## src/i2crm_pkg.sv

```systemverilog
`timescale 1ns / 1ps
// ----------------------------------------------------------------------------
// i2crm_pkg
// Shared types and constants for the I2C register master.
// ----------------------------------------------------------------------------
package i2crm_pkg;

  localparam int unsigned ADDR_W  = 8;
  localparam int unsigned COUNT_W = 9;
  localparam int unsigned BIT_CNT_W = 4;

  localparam logic [ADDR_W-1:0]    DEV_ADDR_RST  = 8'hDE;
  localparam logic [COUNT_W-1:0]   MAX_BYTES     = 9'd256;
  localparam logic [BIT_CNT_W-1:0] BITS_PER_BYTE = 4'd8;

  typedef struct packed {
    logic               start_cmd;
    logic               operation;
    logic [ADDR_W-1:0]  reg_address;
    logic [COUNT_W-1:0] byte_count;
    logic [7:0]         write_data;
    logic               sda_in;
  } in_item_t;

  typedef struct packed {
    logic       scl_release;
    logic       sda_release;
    logic       byte_request;
    logic [7:0] read_data;
    logic       read_valid;
    logic       nack_seen;
    logic       busy_res;
    logic       done_res;
  } out_item_t;

  typedef enum logic [17:0] {
    PH_IDLE      = 18'h00001,
    PH_S_FALL    = 18'h00002,
    PH_S_LOW     = 18'h00004,
    PH_BIT_LOW   = 18'h00008,
    PH_BIT_HIGH  = 18'h00010,
    PH_ACK_LOW   = 18'h00020,
    PH_ACK_HIGH  = 18'h00040,
    PH_RX_LOW    = 18'h00080,
    PH_RX_HIGH   = 18'h00100,
    PH_MACK_LOW  = 18'h00200,
    PH_MACK_HIGH = 18'h00400,
    PH_RS_REL    = 18'h00800,
    PH_RS_HIGH   = 18'h01000,
    PH_RS_FALL   = 18'h02000,
    PH_RS_LOW    = 18'h04000,
    PH_P_LOW     = 18'h08000,
    PH_P_HIGH    = 18'h10000,
    PH_P_REL     = 18'h20000
  } phase_t;

  // which byte the shared bit sequencer is sending
  typedef enum logic [1:0] {
    STG_DEV   = 2'd0,
    STG_REG   = 2'd1,
    STG_WDATA = 2'd2,
    STG_RADR  = 2'd3
  } stage_t;

endpackage

```

## src/i2c_register_master.sv

```systemverilog
`timescale 1ns / 1ps
// ----------------------------------------------------------------------------
// i2c_register_master
// Open-drain I2C master for register writes and reads, one bus phase per tick.
// ----------------------------------------------------------------------------
// Each input transaction is one bus phase tick from an external prescaler and
// yields exactly one result transaction carrying the SCL/SDA levels and flags
// for that tick. The phase state machine takes one transition per cycle, so a
// tick can be accepted every clock; the result appears in the next cycle from
// the output register. The input stalls only while that register holds a
// result the consumer has not taken. The device write address register may
// be written only while no transaction is on the bus.
module i2c_register_master
  import i2crm_pkg::*;
(
  input  logic              clk,
  input  logic              rst_n,
  input  logic              in_valid,
  output logic              in_stall,
  input  in_item_t          in_data,
  output logic              out_valid,
  input  logic              out_stall,
  output out_item_t         out_data,
  input  logic              cfg_wr_en,
  input  logic [ADDR_W-1:0] cfg_wr_data
);

  logic [ADDR_W-1:0] dev_addr_r;
  logic              out_valid_r;
  out_item_t         out_data_r;
  out_item_t         res;
  logic              accept;

  assign in_stall  = out_valid_r & out_stall;
  assign accept    = in_valid & ~in_stall;
  assign out_valid = out_valid_r;
  assign out_data  = out_data_r;

  always_ff @(posedge clk) begin
    if (!rst_n) begin
      dev_addr_r <= DEV_ADDR_RST;
    end else if (cfg_wr_en) begin
      dev_addr_r <= cfg_wr_data;
    end
  end

  i2crm_fsm u_fsm (
    .clk      (clk),
    .rst_n    (rst_n),
    .advance  (accept),
    .tick     (in_data),
    .dev_addr (dev_addr_r),
    .res      (res)
  );

  always_ff @(posedge clk) begin
    if (!rst_n) begin
      out_valid_r <= 1'b0;
    end else if (accept) begin
      out_valid_r <= 1'b1;
    end else if (!out_stall) begin
      out_valid_r <= 1'b0;
    end
  end

  always_ff @(posedge clk) begin
    if (accept) begin
      out_data_r <= res;
    end
  end

endmodule

```

## src/i2crm_fsm.sv

```systemverilog
`timescale 1ns / 1ps
// ----------------------------------------------------------------------------
// i2crm_fsm
// Bus phase state machine: one phase tick per advance, result is combinational.
// ----------------------------------------------------------------------------
module i2crm_fsm
  import i2crm_pkg::*;
(
  input  logic              clk,
  input  logic              rst_n,
  input  logic              advance,
  input  in_item_t          tick,
  input  logic [ADDR_W-1:0] dev_addr,
  output out_item_t         res
);

  phase_t               phase_r, phase_nxt;
  stage_t               stage_r, stage_nxt;
  logic [BIT_CNT_W-1:0] bit_cnt_r, bit_cnt_nxt;
  logic [7:0]           shift_r, shift_nxt;
  logic [COUNT_W-1:0]   bytes_left_r, bytes_left_nxt;
  logic                 read_mode_r, read_mode_nxt;
  logic [ADDR_W-1:0]    reg_addr_r, reg_addr_nxt;

  logic [BIT_CNT_W-1:0] bit_cnt_inc;
  logic [COUNT_W-1:0]   bytes_dec;
  logic [COUNT_W-1:0]   count_sat;
  logic [7:0]           shift_ld;
  logic [7:0]           rx_shift;

  assign bit_cnt_inc = bit_cnt_r + 4'd1;
  assign bytes_dec   = (bytes_left_r != '0) ? bytes_left_r - 9'd1 : bytes_left_r;
  assign count_sat   = (tick.byte_count == '0)       ? 9'd1 :
                       (tick.byte_count > MAX_BYTES) ? MAX_BYTES : tick.byte_count;
  // data byte is picked up on the first bit of a write data byte
  assign shift_ld    = (stage_r == STG_WDATA && bit_cnt_r == '0) ? tick.write_data : shift_r;
  assign rx_shift    = {shift_r[6:0], tick.sda_in};

  always_comb begin
    phase_nxt      = phase_r;
    stage_nxt      = stage_r;
    bit_cnt_nxt    = bit_cnt_r;
    shift_nxt      = shift_r;
    bytes_left_nxt = bytes_left_r;
    read_mode_nxt  = read_mode_r;
    reg_addr_nxt   = reg_addr_r;

    res              = '0;
    res.scl_release  = 1'b1;
    res.sda_release  = 1'b1;
    res.busy_res     = 1'b1;

    unique case (phase_r)
      PH_IDLE: begin
        res.busy_res = 1'b0;
        if (tick.start_cmd) begin
          bytes_left_nxt = count_sat;
          read_mode_nxt  = tick.operation;
          reg_addr_nxt   = tick.reg_address;
          res.busy_res   = 1'b1;
          phase_nxt      = PH_S_FALL;
        end
      end
      PH_S_FALL: begin
        res.sda_release = 1'b0;
        phase_nxt       = PH_S_LOW;
      end
      PH_S_LOW: begin
        res.scl_release = 1'b0;
        res.sda_release = 1'b0;
        shift_nxt       = dev_addr;
        bit_cnt_nxt     = '0;
        stage_nxt       = STG_DEV;
        phase_nxt       = PH_BIT_LOW;
      end
      PH_BIT_LOW: begin
        shift_nxt       = shift_ld;
        res.scl_release = 1'b0;
        res.sda_release = shift_ld[7];
        phase_nxt       = PH_BIT_HIGH;
      end
      PH_BIT_HIGH: begin
        res.sda_release = shift_r[7];
        shift_nxt       = {shift_r[6:0], 1'b0};
        if (bit_cnt_inc >= BITS_PER_BYTE) begin
          bit_cnt_nxt = '0;
          phase_nxt   = PH_ACK_LOW;
        end else begin
          bit_cnt_nxt = bit_cnt_inc;
          phase_nxt   = PH_BIT_LOW;
        end
      end
      PH_ACK_LOW: begin
        res.scl_release = 1'b0;
        phase_nxt       = PH_ACK_HIGH;
      end
      PH_ACK_HIGH: begin
        // slave nack is flagged, the transfer carries on
        res.nack_seen = tick.sda_in;
        bit_cnt_nxt   = '0;
        case (stage_r)
          STG_DEV: begin
            shift_nxt = reg_addr_r;
            stage_nxt = STG_REG;
            phase_nxt = PH_BIT_LOW;
          end
          STG_REG: begin
            if (read_mode_r) begin
              phase_nxt = PH_RS_REL;
            end else begin
              res.byte_request = 1'b1;
              shift_nxt        = '0;
              stage_nxt        = STG_WDATA;
              phase_nxt        = PH_BIT_LOW;
            end
          end
          STG_WDATA: begin
            bytes_left_nxt = bytes_dec;
            if (bytes_dec == '0) begin
              phase_nxt = PH_P_LOW;
            end else begin
              res.byte_request = 1'b1;
              shift_nxt        = '0;
              phase_nxt        = PH_BIT_LOW;
            end
          end
          default: begin
            shift_nxt = '0;
            phase_nxt = PH_RX_LOW;
          end
        endcase
      end
      PH_RX_LOW: begin
        res.scl_release = 1'b0;
        phase_nxt       = PH_RX_HIGH;
      end
      PH_RX_HIGH: begin
        shift_nxt = rx_shift;
        if (bit_cnt_inc >= BITS_PER_BYTE) begin
          bit_cnt_nxt    = '0;
          res.read_valid = 1'b1;
          res.read_data  = rx_shift;
          bytes_left_nxt = bytes_dec;
          phase_nxt      = PH_MACK_LOW;
        end else begin
          bit_cnt_nxt = bit_cnt_inc;
          phase_nxt   = PH_RX_LOW;
        end
      end
      PH_MACK_LOW: begin
        // ack while more bytes follow, nack on the last one
        res.sda_release = (bytes_left_r == '0);
        res.scl_release = 1'b0;
        phase_nxt       = PH_MACK_HIGH;
      end
      PH_MACK_HIGH: begin
        res.sda_release = (bytes_left_r == '0);
        if (bytes_left_r != '0) begin
          shift_nxt   = '0;
          bit_cnt_nxt = '0;
          phase_nxt   = PH_RX_LOW;
        end else begin
          phase_nxt = PH_P_LOW;
        end
      end
      PH_RS_REL: begin
        res.scl_release = 1'b0;
        phase_nxt       = PH_RS_HIGH;
      end
      PH_RS_HIGH: begin
        phase_nxt = PH_RS_FALL;
      end
      PH_RS_FALL: begin
        res.sda_release = 1'b0;
        phase_nxt       = PH_RS_LOW;
      end
      PH_RS_LOW: begin
        res.scl_release = 1'b0;
        res.sda_release = 1'b0;
        shift_nxt       = dev_addr + 8'd1;
        bit_cnt_nxt     = '0;
        stage_nxt       = STG_RADR;
        phase_nxt       = PH_BIT_LOW;
      end
      PH_P_LOW: begin
        res.scl_release = 1'b0;
        res.sda_release = 1'b0;
        phase_nxt       = PH_P_HIGH;
      end
      PH_P_HIGH: begin
        res.sda_release = 1'b0;
        phase_nxt       = PH_P_REL;
      end
      PH_P_REL: begin
        res.busy_res = 1'b0;
        res.done_res = 1'b1;
        phase_nxt    = PH_IDLE;
      end
      default: begin
        res.busy_res = 1'b0;
        phase_nxt    = PH_IDLE;
      end
    endcase
  end

  always_ff @(posedge clk) begin
    if (!rst_n) begin
      phase_r      <= PH_IDLE;
      stage_r      <= STG_DEV;
      bit_cnt_r    <= '0;
      shift_r      <= '0;
      bytes_left_r <= '0;
      read_mode_r  <= 1'b0;
      reg_addr_r   <= '0;
    end else if (advance) begin
      phase_r      <= phase_nxt;
      stage_r      <= stage_nxt;
      bit_cnt_r    <= bit_cnt_nxt;
      shift_r      <= shift_nxt;
      bytes_left_r <= bytes_left_nxt;
      read_mode_r  <= read_mode_nxt;
      reg_addr_r   <= reg_addr_nxt;
    end
  end

  a_bytes_in_range: assert property (@(posedge clk) disable iff (!rst_n)
    bytes_left_r <= MAX_BYTES)
    else $error("byte counter above limit");

  a_bit_cnt_in_range: assert property (@(posedge clk) disable iff (!rst_n)
    bit_cnt_r < BITS_PER_BYTE)
    else $error("bit counter out of range");

  a_done_not_busy: assert property (@(posedge clk) disable iff (!rst_n)
    res.done_res |-> !res.busy_res)
    else $error("done while busy");

  a_req_then_load: assert property (@(posedge clk) disable iff (!rst_n)
    advance && res.byte_request |=> phase_r == PH_BIT_LOW && stage_r == STG_WDATA)
    else $error("byte request not followed by data load");

endmodule

```

## config.mk

```make
export PLATFORM = sky130hd
export DESIGN_NAME = i2c_register_master
export DESIGN_NICKNAME = d
export VERILOG_FILES = /design/src/i2crm_pkg.sv /design/src/i2c_register_master.sv /design/src/i2crm_fsm.sv
export SDC_FILE = /design/constraint.sdc
export NUM_CORES = 1
export LEC_CHECK = 0
export BUFFER_PORTS_ARGS = -buffer_cell sky130_fd_sc_hd__buf_2
export CAP_MARGIN = 20
export CORE_UTILIZATION = 40
export CTS_BUF_LIST = sky130_fd_sc_hd__clkbuf_4 sky130_fd_sc_hd__clkbuf_8
export DETAILED_ROUTE_END_ITERATION = 16
export HOLD_SLACK_MARGIN = 0.1
export SYNTH_ARGS = -nofsm -noshare
export SYNTH_HDL_FRONTEND = slang
export SYNTH_SLANG_ARGS = --single-unit
```

## constraint.sdc

```tcl
create_clock -name clk -period 5.55 [get_ports clk]
set_input_delay 0.8325 -clock clk [delete_from_list [all_inputs] [get_ports clk]]
set_output_delay 0.8325 -clock clk [all_outputs]
set_load 0.03 [all_outputs]
```

==> flow_summary.json, run 1 <==
{
  "areaGrowthSynthToFinish_pct": 9.78,
  "synth_largest_type_area_fraction": 0.244,
  "ff2ff_setup_slack_ns": 2.25,
  "ir_drop_uv": 128,
  "worstPathRequired_ns": 5.82,
  "yosys.area_share.simple": 0.337,
  "grt_first_pass_wirelength_um": 23200,
  "route.vias.total": 4640,
  "final.min_clock_period_ns": 3.30,
  "cts_sinks": 74,
  "synthAdderAreaFrac": 0.0233,
  "violations_in_the_final_reports": "design-rule violations",
  "synthXorXnorAreaFrac": 0.0181,
  "whs_endpoint": "u_fsm.shift_r[1]$_SDFFE_PN0P_",
  "ctsLongestPathBuffers": 2,
  "drv.max_cap_violation_count": 0,
  "powerDensity_mw_per_mm2": 219,
  "synth_fp_nets": 615,
  "cts_h_tree_depth": 3,
  "timing.critical_path.from_type": "register",
  "post_synth_num_cell_types": 78,
  "postLayoutSetupSlackWorst_ns": 2.25,
  "post_route_cells_drive_above_1_share": 0.169,
  "timing.critical_path.fanout_max": 14,
  "path_class": "register to register",
  "initialDrtViolationCount": 551,
  "netSwitchingFraction": 0.313,
  "post_synth_instance_area_mm2": 0.00484,
  "internal_power_mw": 0.799,
  "cts-resized-gates": 0,
  "grt-ovfl-total": 0,
  "path_clk_slew_ns": 0.09,
  "fin_skew_ns": 0.0118,
  "groute.usage.overall": 0.238,
  "worstReg2RegEnd": "u_fsm.phase_r[5]$_SDFFE_PN0P_",
  "antenna_left": 0,
  "largest_family_of_logic_cells_by_synthesized_area": "simple AND/OR/NAND/NOR gates",
  "number_of_i_o_pins": 58,
  "timing.slew.headroom": 0.252,
  "synthMuxAreaShare": 0.0476,
  "yosys.cell_count.top_type": "sky130_fd_sc_hd__dfxtp_1",
  "drt-total-wl_um": 14500,
  "setup.worst_path.end_class": "register",
  "synth-edff-count": 15,
  "rsz0062_at_grt": "no",
  "detail_route.drc_violations": 5,
  "final.fill_count": 1142,
  "cts-hold-fix-buffers": 0,
  "dominantRegCellSynth": "sky130_fd_sc_hd__dfxtp_1",
  "number_of_antenna_repair_diodes": 0,
  "tritoncts": "yes",
  "maximum_number_of_pins_on_one_net_before_global_route_repair": 31,
  "yosysWarnings": 0,
  "pre_cts_ws_ns": 2.22,
  "clk-insertion-delay-late_ns": 0.38,
  "setup-tns-final_ns": 0,
  "power.net_switching_mw": 0.364,
  "synth_top_area_cell": "sky130_fd_sc_hd__dfxtp_1",
  "placement_rows": 39,
  "min_from": "u_fsm.shift_r[1]$_SDFFE_PN0P_",
  "initial_drt_pass_iterations": 14,
  "avgSynthCellArea_um2": 8.56,
  "holdCritPathClass": "register to register",
  "hold_violations": 0,
  "detail_routed_net_length_per_standard_cell_um": 19.4,
  "detail_route.vias_per_cell": 6.22,
  "worstMarginPinSlew_ns": 1.12,
  "run_status": "complete, but fails checks",
  "detailedPlacementHpwl_um": 10800,
  "initial_utilization": 0.416,
  "core_area_mm2": 0.0116,
  "layout_worst_path_cycle_share": 0.595,
  "placement.io_buffers": 57,
  "synth_top_cells_by_area": "sky130_fd_sc_hd__dfxtp_1 (24%), sky130_fd_sc_hd__edfxtp_1 (9.3%), sky130_fd_sc_hd__mux2i_1 (4.8%)",
  "synth-compound-area-share": 0.191,
  "first_global_vias": 4247,
  "antenna_found_initial": 1,
  "dieWidth_um": 112,
  "tritoncts.num_buffers": 9,
  "ys_seq_elements": 74,
  "synth_async_reset_ratio": 0,
  "power.combinational.fraction": 0.160,
  "worstRegToRegCells": 6,
  "worstReg2RegStart": "u_fsm.phase_r[9]$_SDFFE_PN0P_",
  "slew_viol_final": 0,
  "setup_violations": 0,
  "p_leak_nw": 2.08,
  "post_synth_inst_count": 565,
  "die_h_um": 112,
  "synth_seq_area_share": 0.337,
  "cts_post_setup_buffers_inserted": 0,
  "die_area_mm2": 0.0125,
  "place.gp.congestion": 0.969,
  "share_clk_of_total_power": 0.334,
  "clk_root_buffer_cell": "sky130_fd_sc_hd__clkbuf_8",
  "fmax_mhz": 303,
  "fin_nets": 648,
  "min_delay_path_depth": 2,
  "share_seq_of_total_power": 0.506,
  "synth_common_cells": "sky130_fd_sc_hd__dfxtp_1 (59), sky130_fd_sc_hd__nand2_1 (51), sky130_fd_sc_hd__nor2_1 (50)",
  "critPathArrivalTime_ns": 3.57
}
## worst max-delay path by stage
stage	startpoint	endpoint	slack (ns)	depth (start not counted)
after CTS	u_fsm.phase_r[6]$_SDFFE_PN0P_	u_fsm.phase_r[5]$_SDFFE_PN0P_	2.33	6
after global placement	out_stall	u_fsm.phase_r[17]$_SDFFE_PN0P_	2.33	7
after detailed placement	out_stall	u_fsm.phase_r[5]$_SDFFE_PN0P_	2.22	7
after floorplan	out_stall	u_fsm.shift_r[2]$_SDFFE_PN0P_	3.00	6
after global routing	u_fsm.phase_r[6]$_SDFFE_PN0P_	u_fsm.phase_r[5]$_SDFFE_PN0P_	2.01	6
final	u_fsm.phase_r[9]$_SDFFE_PN0P_	u_fsm.phase_r[5]$_SDFFE_PN0P_	2.25	6
## power groups by stage
stage	registers (mW)	logic (mW)	clock network [mW]
final	0.588	0.187	0.388
after global routing	0.591	0.203	0.422
after CTS	0.587	0.185	0.401
after detailed placement	0.600	0.184	0
after global placement	0.599	0.184	0
after floorplan	0.602	0.124	0
## cell type report
cell class,count,area (µm²),area share
multi-input combinational,442,2980,0.562
tap,143,179,0.0337
clock buffer,9,124,0.0233
clock inverter,7,51.3,0.00966
inverter,13,48.8,0.00919
timing repair buffer,58,293,0.0551
sequential,74,1630,0.307
## metal layers
metal  wire length, µm  global-route usage  part of all wire  vias to the layer above
met5                14                   0           0.00097                        -
met4               416              0.0978             0.029                        2
met3              1260              0.0517             0.087                       31
met2              5870               0.330              0.40                      224
met1              6950               0.353              0.48                     2152
li1                  -                   -                 -                     2231
## state kept, by name (all words and copies together), names as in the netlist
signal and flops:
u_fsm.phase_r 18, out_data 15, u_fsm.bytes_left_r 9, dev_addr_r 8, u_fsm.reg_addr_r 8, u_fsm.shift_r 8, u_fsm.bit_cnt_r 4, u_fsm.stage_r 2
out_valid 1, u_fsm.read_mode_r 1
## critical path: stages, from the launching register on
cell	delay, ns
sky130_fd_sc_hd__dfxtp_1	0.42
sky130_fd_sc_hd__nor4_4	0.66
sky130_fd_sc_hd__nand4_1	0.32
sky130_fd_sc_hd__o22ai_1	0.74
sky130_fd_sc_hd__or4_1	0.22
sky130_fd_sc_hd__o211ai_1	0.40
sky130_fd_sc_hd__o31ai_1	0.42
## stage by stage
step / cell area, µm² / hold WS (ns) / power, mW / cells / utilization
floorplan: 4840 / 0.443 / 0.727 / 565 / -
global placement: 5130 / 0.469 / 0.784 / 730 / 0.442
detailed placement: 5130 / 0.483 / 0.784 / 730 / 0.442
CTS: 5310 / 0.494 / 1.17 / 746 / 0.457
global route: 5310 / 0.525 / 1.22 / 746 / 0.457
finish: 5310 / 0.494 / 1.16 / 746 / 0.457
## cells by family after synthesis
family,after synthesis
adders and majority gates,9
muxes,23
AOI/OAI and AO/OA,128
and+or+nand+nor,272
xor gates and xnor gates,10
buffers and inverters,49
DFF,74
## layout by cell type (no fill, tap or decap), drive strengths merged, types with 16 or more instances in the layout
master	n
nor2	52
inv	16
mux2i	23
o21ai	30
nor4	19
nand3	30
nand2	51
and3	17
buf	58
dfxtp	59
nor3	27
(Power assumes the default switching activity.)
==> run 2, diff against run 1 <==
==> constraint.sdc (replaced) <==
create_clock -name clk -period 3.4 [get_ports clk]
set_input_delay 0.51 -clock clk [delete_from_list [all_inputs] [get_ports clk]]
set_output_delay 0.51 -clock clk [all_outputs]
set_load 0.03 [all_outputs]
==> run 2 against run 1 <==
The flow still finishes with violations (design-rule violations). Routed wire length increased by 5.4%. Sequential share of layout area decreased by 0.77 points. Worst setup slack got worse by 2.0 ns. Largest cell class unchanged. Largest power group unchanged.
==> flow_summary.json, run 2 (synthesis results as in run 1) <==
{
  "run_status": "complete, but fails checks",
  "violations_in_the_final_reports": "design-rule violations",
  "ir_drop_uv": 267,
  "detail_route.vias_per_cell": 6.32,
  "setup-tns-final_ns": 0,
  "fin_nets": 662,
  "core_area_mm2": 0.0116,
  "tritoncts": "yes",
  "initial_utilization": 0.416,
  "setup_violations": 0,
  "min_delay_path_depth": 3,
  "largest_reg_flops": 18,
  "cts_sinks": 74,
  "clk-insertion-delay-late_ns": 0.38,
  "dieWidth_um": 112,
  "grt_first_pass_wirelength_um": 24400,
  "place.gp.congestion": 0.966,
  "min_from": "cfg_wr_data[1]",
  "detail_route.drc_violations": 5,
  "placement_rows": 39,
  "p_total_mw": 2.02,
  "initial_drt_pass_iterations": 11,
  "groute.usage.overall": 0.252,
  "registers.top_by_ff_count": "u_fsm.phase_r",
  "cts-resized-gates": 0,
  "cts_post_setup_buffers_inserted": 0,
  "tritoncts.num_buffers": 9,
  "p_leak_nw": 2.16,
  "detailedPlacementHpwl_um": 11500,
  "post_route_cells_drive_above_1_share": 0.188,
  "areaGrowthSynthToFinish_pct": 12.6,
  "layout_worst_path_cycle_share": 0.922,
  "drv.max_cap_violation_count": 0,
  "timing.slew.headroom": 0.308,
  "hold_violations": 0,
  "drt-total-wl_um": 15300,
  "final.fill_count": 1184,
  "worstReg2RegStart": "u_fsm.phase_r[6]$_SDFFE_PN0P_",
  "timing.critical_path.fanout_max": 13,
  "fmax_mhz": 319,
  "path_class": "register to register",
  "cts_h_tree_depth": 3,
  "antenna_left": 0,
  "timing.critical_path.from_type": "register",
  "layout_commonest_cell": "sky130_fd_sc_hd__dfxtp_1",
  "path_clk_slew_ns": 0.09,
  "first_global_vias": 4351,
  "worst_setup_path_startpoint": "u_fsm.phase_r[6]$_SDFFE_PN0P_",
  "final_cell_mix": "sky130_fd_sc_hd__dfxtp_1 (59), sky130_fd_sc_hd__buf_2 (57), sky130_fd_sc_hd__nand2_1 (51)",
  "detail_routed_net_length_per_standard_cell_um": 20.1,
  "initialDrtViolationCount": 452,
  "die_h_um": 112,
  "placement.io_buffers": 57,
  "fin_skew_ns": 0.0126,
  "worstRegToRegCells": 6,
  "grt-ovfl-total": 0,
  "worstPathRequired_ns": 3.62,
  "worstMarginPinSlew_ns": 1.03,
  "critPathArrivalTime_ns": 3.36,
  "pre_cts_ws_ns": 0.295,
  "die_area_mm2": 0.0125,
  "post_route_worst_hold_slack_ns": 0.341,
  "ctsLongestPathBuffers": 2,
  "number_of_i_o_pins": 58,
  "route.vias.total": 4805,
  "final.min_clock_period_ns": 3.14,
  "powerDensity_mw_per_mm2": 370,
  "number_of_antenna_repair_diodes": 0,
  "cts-hold-fix-buffers": 0,
  "slew_viol_final": 0,
  "post_dp_cell_area_mm2": 0.00524,
  "holdCritPathClass": "input port to register",
  "antenna_found_initial": 0,
  "rsz0062_at_grt": "no",
  "postLayoutSetupSlackWorst_ns": 0.264,
  "layout.cell_area.non_filler_mm2": 0.00545,
  "clk_root_buffer_cell": "sky130_fd_sc_hd__clkbuf_8",
  "setup.worst_path.end_class": "register",
  "maximum_number_of_pins_on_one_net_before_global_route_repair": 31
}
run 2: cell count changes in the layout (fill, tap and decap cells not counted), sizes merged:
cell | before | now
bufinv | 0 | 1
inv | 16 | 18
buf | 58 | 72
clkinv | 4 | 1
run 2: path summary, 6_finish.rpt:
path | endpoint | slack, ns
setup / recovery | u_fsm.phase_r[9]$_SDFFE_PN0P_ | 0.26
hold / removal | dev_addr_r[1]$_SDFFE_PN1P_ | 0.34
setup reg to reg | u_fsm.phase_r[9]$_SDFFE_PN0P_ | 0.26
hold reg to reg | u_fsm.shift_r[0]$_SDFFE_PN0P_ | 0.48
run 2: through the flow:
step                utilization  instances
finish                    0.469        760
global placement          0.451        744
floorplan                     -        565
global route              0.469        760
CTS                       0.469        760
detailed placement        0.451        744
run 2: per-layer routing:
metal,GRT usage,share of wire
met1,0.373,0.48
met4,0.0978,0.023
met3,0.0457,0.084
met5,0,0
met2,0.361,0.42
run 2: cell type report:
cell class                 count  area (µm²)  share of cell area
timing repair buffer          72         398              0.0731
sequential                    74        1630               0.300
clock inverter                 7        82.6              0.0152
inverter                      13        48.8             0.00896
tap                          143         179              0.0329
multi-input combinational    442        2980               0.548
clock buffer                   9         124              0.0227
run 2: power by group:
| part | internal (mW) | leakage (nW) | switching, mW |
|---|---|---|---|
| clock | 0.353 | 0.107 | 0.390 |
| combinational | 0.116 | 1.43 | 0.198 |
| sequential | 0.924 | 0.622 | 0.0352 |
| total | 1.39 | 2.16 | 0.624 |
run 2: worst max-delay path: stages (launching register included):
cell                       delay (ns)
sky130_fd_sc_hd__dfxtp_1         0.69
sky130_fd_sc_hd__mux2i_1         0.45
sky130_fd_sc_hd__o22ai_1         0.14
sky130_fd_sc_hd__buf_4           0.19
sky130_fd_sc_hd__or4_1           0.50
sky130_fd_sc_hd__o211ai_1        0.83
sky130_fd_sc_hd__o31ai_1         0.18
==> run 3, diff against run 2 <==
==> constraint.sdc (replaced) <==
create_clock -name clk -period 3.4 [get_ports clk]
set_input_delay 0.68 -clock clk [delete_from_list [all_inputs] [get_ports clk]]
set_output_delay 0.68 -clock clk [all_outputs]
set_load 0.03 [all_outputs]
==> run 3 against run 2 <==
The flow still finishes with violations (design-rule violations). Clock power decreased by 10%. Critical path depth is the same. Power shrank 3.8%. Non-clock buffer count shrank 1. Global-route usage shrank 0.46 points. Critical endpoint is now u_fsm.phase_r[17]$_SDFFE_PN0P_. Highest routed layer unchanged.
==> flow_summary.json, run 3 (synthesis results as in run 1) <==
{
  "rsz0062_at_grt": "no",
  "netSwitchingFraction": 0.314,
  "tritoncts.num_buffers": 9,
  "holdCritPathClass": "register to register",
  "groute.usage.overall": 0.248,
  "cts_h_tree_depth": 3,
  "setup_violations": 0,
  "place.gp.congestion": 0.972,
  "finalNonFillerCells": 759,
  "placement_rows": 39,
  "fin_skew_ns": 0.0134,
  "worstRegToRegCells": 6,
  "number_of_antenna_repair_diodes": 0,
  "largest_reg_flops": 18,
  "initial_utilization": 0.416,
  "min_from": "u_fsm.shift_r[1]$_SDFFE_PN0P_",
  "maximum_number_of_pins_on_one_net_before_global_route_repair": 31,
  "whs_endpoint": "u_fsm.shift_r[1]$_SDFFE_PN0P_",
  "critPathArrivalTime_ns": 3.35,
  "dieWidth_um": 112,
  "hold_violations": 0,
  "met1Wirelength_um": 7280,
  "ctsLongestPathBuffers": 2,
  "timing.critical_path.fanout_max": 13,
  "power.combinational.fraction": 0.162,
  "dr_wl_met2_um": 6280,
  "grt-ovfl-total": 0,
  "final_core_utilization": 0.466,
  "worst_setup_path_startpoint": "u_fsm.phase_r[13]$_SDFFE_PN0P_",
  "detail_route.drc_violations": 5,
  "worstReg2RegStart": "u_fsm.phase_r[13]$_SDFFE_PN0P_",
  "number_of_i_o_pins": 58,
  "initial_drt_pass_iterations": 11,
  "top_signal_layer_used": "met4",
  "share_clk_of_total_power": 0.344,
  "registers.top_by_ff_count": "u_fsm.phase_r",
  "die_area_mm2": 0.0125,
  "p_leak_nw": 2.14,
  "path_clk_slew_ns": 0.09,
  "fmax_mhz": 326,
  "antenna_left": 0,
  "layout.cell_area.non_filler_mm2": 0.00542,
  "run_status": "complete, but fails checks",
  "route.vias.total": 4688,
  "die_h_um": 112,
  "cts-resized-gates": 0,
  "fin_nets": 661,
  "dp_cell_count": 743,
  "cts_post_setup_buffers_inserted": 0,
  "drt-total-wl_um": 15000,
  "grt_first_pass_wirelength_um": 23800,
  "ff2ff_setup_slack_ns": 0.33,
  "path_class": "register to register",
  "power.net_switching_mw": 0.608,
  "share_seq_of_total_power": 0.495,
  "post_route_cells_drive_above_1_share": 0.187,
  "drv.max_cap_violation_count": 0,
  "final.min_clock_period_ns": 3.07,
  "internal_power_mw": 1.33,
  "clk-insertion-delay-late_ns": 0.39,
  "tritoncts": "yes",
  "slew_viol_final": 0,
  "post_dp_cell_area_mm2": 0.00523,
  "final_cell_mix": "sky130_fd_sc_hd__dfxtp_1 (59), sky130_fd_sc_hd__buf_2 (57), sky130_fd_sc_hd__nand2_1 (51)",
  "ir_drop_uv": 219,
  "cts_sinks": 74,
  "timing.slew.headroom": 0.281,
  "core_area_mm2": 0.0116,
  "setup-tns-final_ns": 0,
  "clk_root_buffer_cell": "sky130_fd_sc_hd__clkbuf_8",
  "violations_in_the_final_reports": "design-rule violations",
  "detailedPlacementHpwl_um": 11300,
  "initialDrtViolationCount": 550,
  "detail_route.vias_per_cell": 6.18,
  "setup.worst_path.end_class": "register",
  "antenna_found_initial": 0,
  "powerDensity_mw_per_mm2": 358,
  "cts-hold-fix-buffers": 0,
  "layout_worst_path_cycle_share": 0.903,
  "detail_routed_net_length_per_standard_cell_um": 19.8,
  "areaGrowthSynthToFinish_pct": 12.0,
  "worstMarginPinSlew_ns": 1.07,
  "timing.critical_path.from_type": "register",
  "min_delay_path_depth": 2,
  "first_global_vias": 4271,
  "met3RoutedLength_um": 1050,
  "worstReg2RegEnd": "u_fsm.phase_r[17]$_SDFFE_PN0P_",
  "worstPathRequired_ns": 3.68,
  "layout_commonest_cell": "sky130_fd_sc_hd__dfxtp_1",
  "placement.io_buffers": 57
}
==> run 3: metrics by stage <==
stage	setup WS, ns	hold WS (ns)	total power, mW
after floorplan	1.00	0.443	1.19
after global placement	0.485	0.469	1.28
after detailed placement	0.394	0.468	1.29
after CTS	0.381	0.480	1.95
after global routing	0.149	0.505	2.03
final	0.330	0.481	1.94
==> run 3: per-layer routing <==
metal / global-route usage / up-vias
met5: 0 / -
met4: 0.115 / 0
met3: 0.0501 / 24
met2: 0.349 / 205
met1: 0.360 / 2202
li1: - / 2257
==> run 3: worst max-delay path by stage <==
stage | slack (ns) | end | cells past startpoint
3_5_place_dp | 0.39 | u_fsm.phase_r[17]$_SDFFE_PN0P_ | 6
4_1_cts | 0.38 | u_fsm.phase_r[17]$_SDFFE_PN0P_ | 6
6_report | 0.33 | u_fsm.phase_r[17]$_SDFFE_PN0P_ | 6
3_3_place_gp | 0.48 | u_fsm.phase_r[17]$_SDFFE_PN0P_ | 6
5_1_grt | 0.15 | u_fsm.phase_r[9]$_SDFFE_PN0P_ | 6
2_1_floorplan | 1.00 | u_fsm.shift_r[2]$_SDFFE_PN0P_ | 6
==> run 3: layout make-up <==
class	instances	area [µm²]
Inverter	13	48.8
Sequential cell	74	1630
Fill cell	1135	6200
Tap cell	143	179
Timing Repair Buffer	71	390
Multi-Input combinational cell	442	2980
Clock inverter	6	46.3
Clock buffer	10	138
==> run 3: power by group through the flow <==
stage / Clock, mW / Sequential (mW) / Combinational (mW)
after floorplan: 0 / 0.983 / 0.203
after global placement: 0 / 0.977 / 0.307
after detailed placement: 0 / 0.978 / 0.308
after CTS: 0.677 / 0.958 / 0.310
after global routing: 0.720 / 0.964 / 0.343
final: 0.667 / 0.959 / 0.313
==> run 3: critical path: stages (launching register included) <==
cell	delay, ns
sky130_fd_sc_hd__dfxtp_1	0.47
sky130_fd_sc_hd__nor4_2	0.75
sky130_fd_sc_hd__nand3_1	0.43
sky130_fd_sc_hd__a21oi_1	0.35
sky130_fd_sc_hd__a2111o_1	0.15
sky130_fd_sc_hd__o211ai_1	0.42
sky130_fd_sc_hd__o31ai_1	0.39
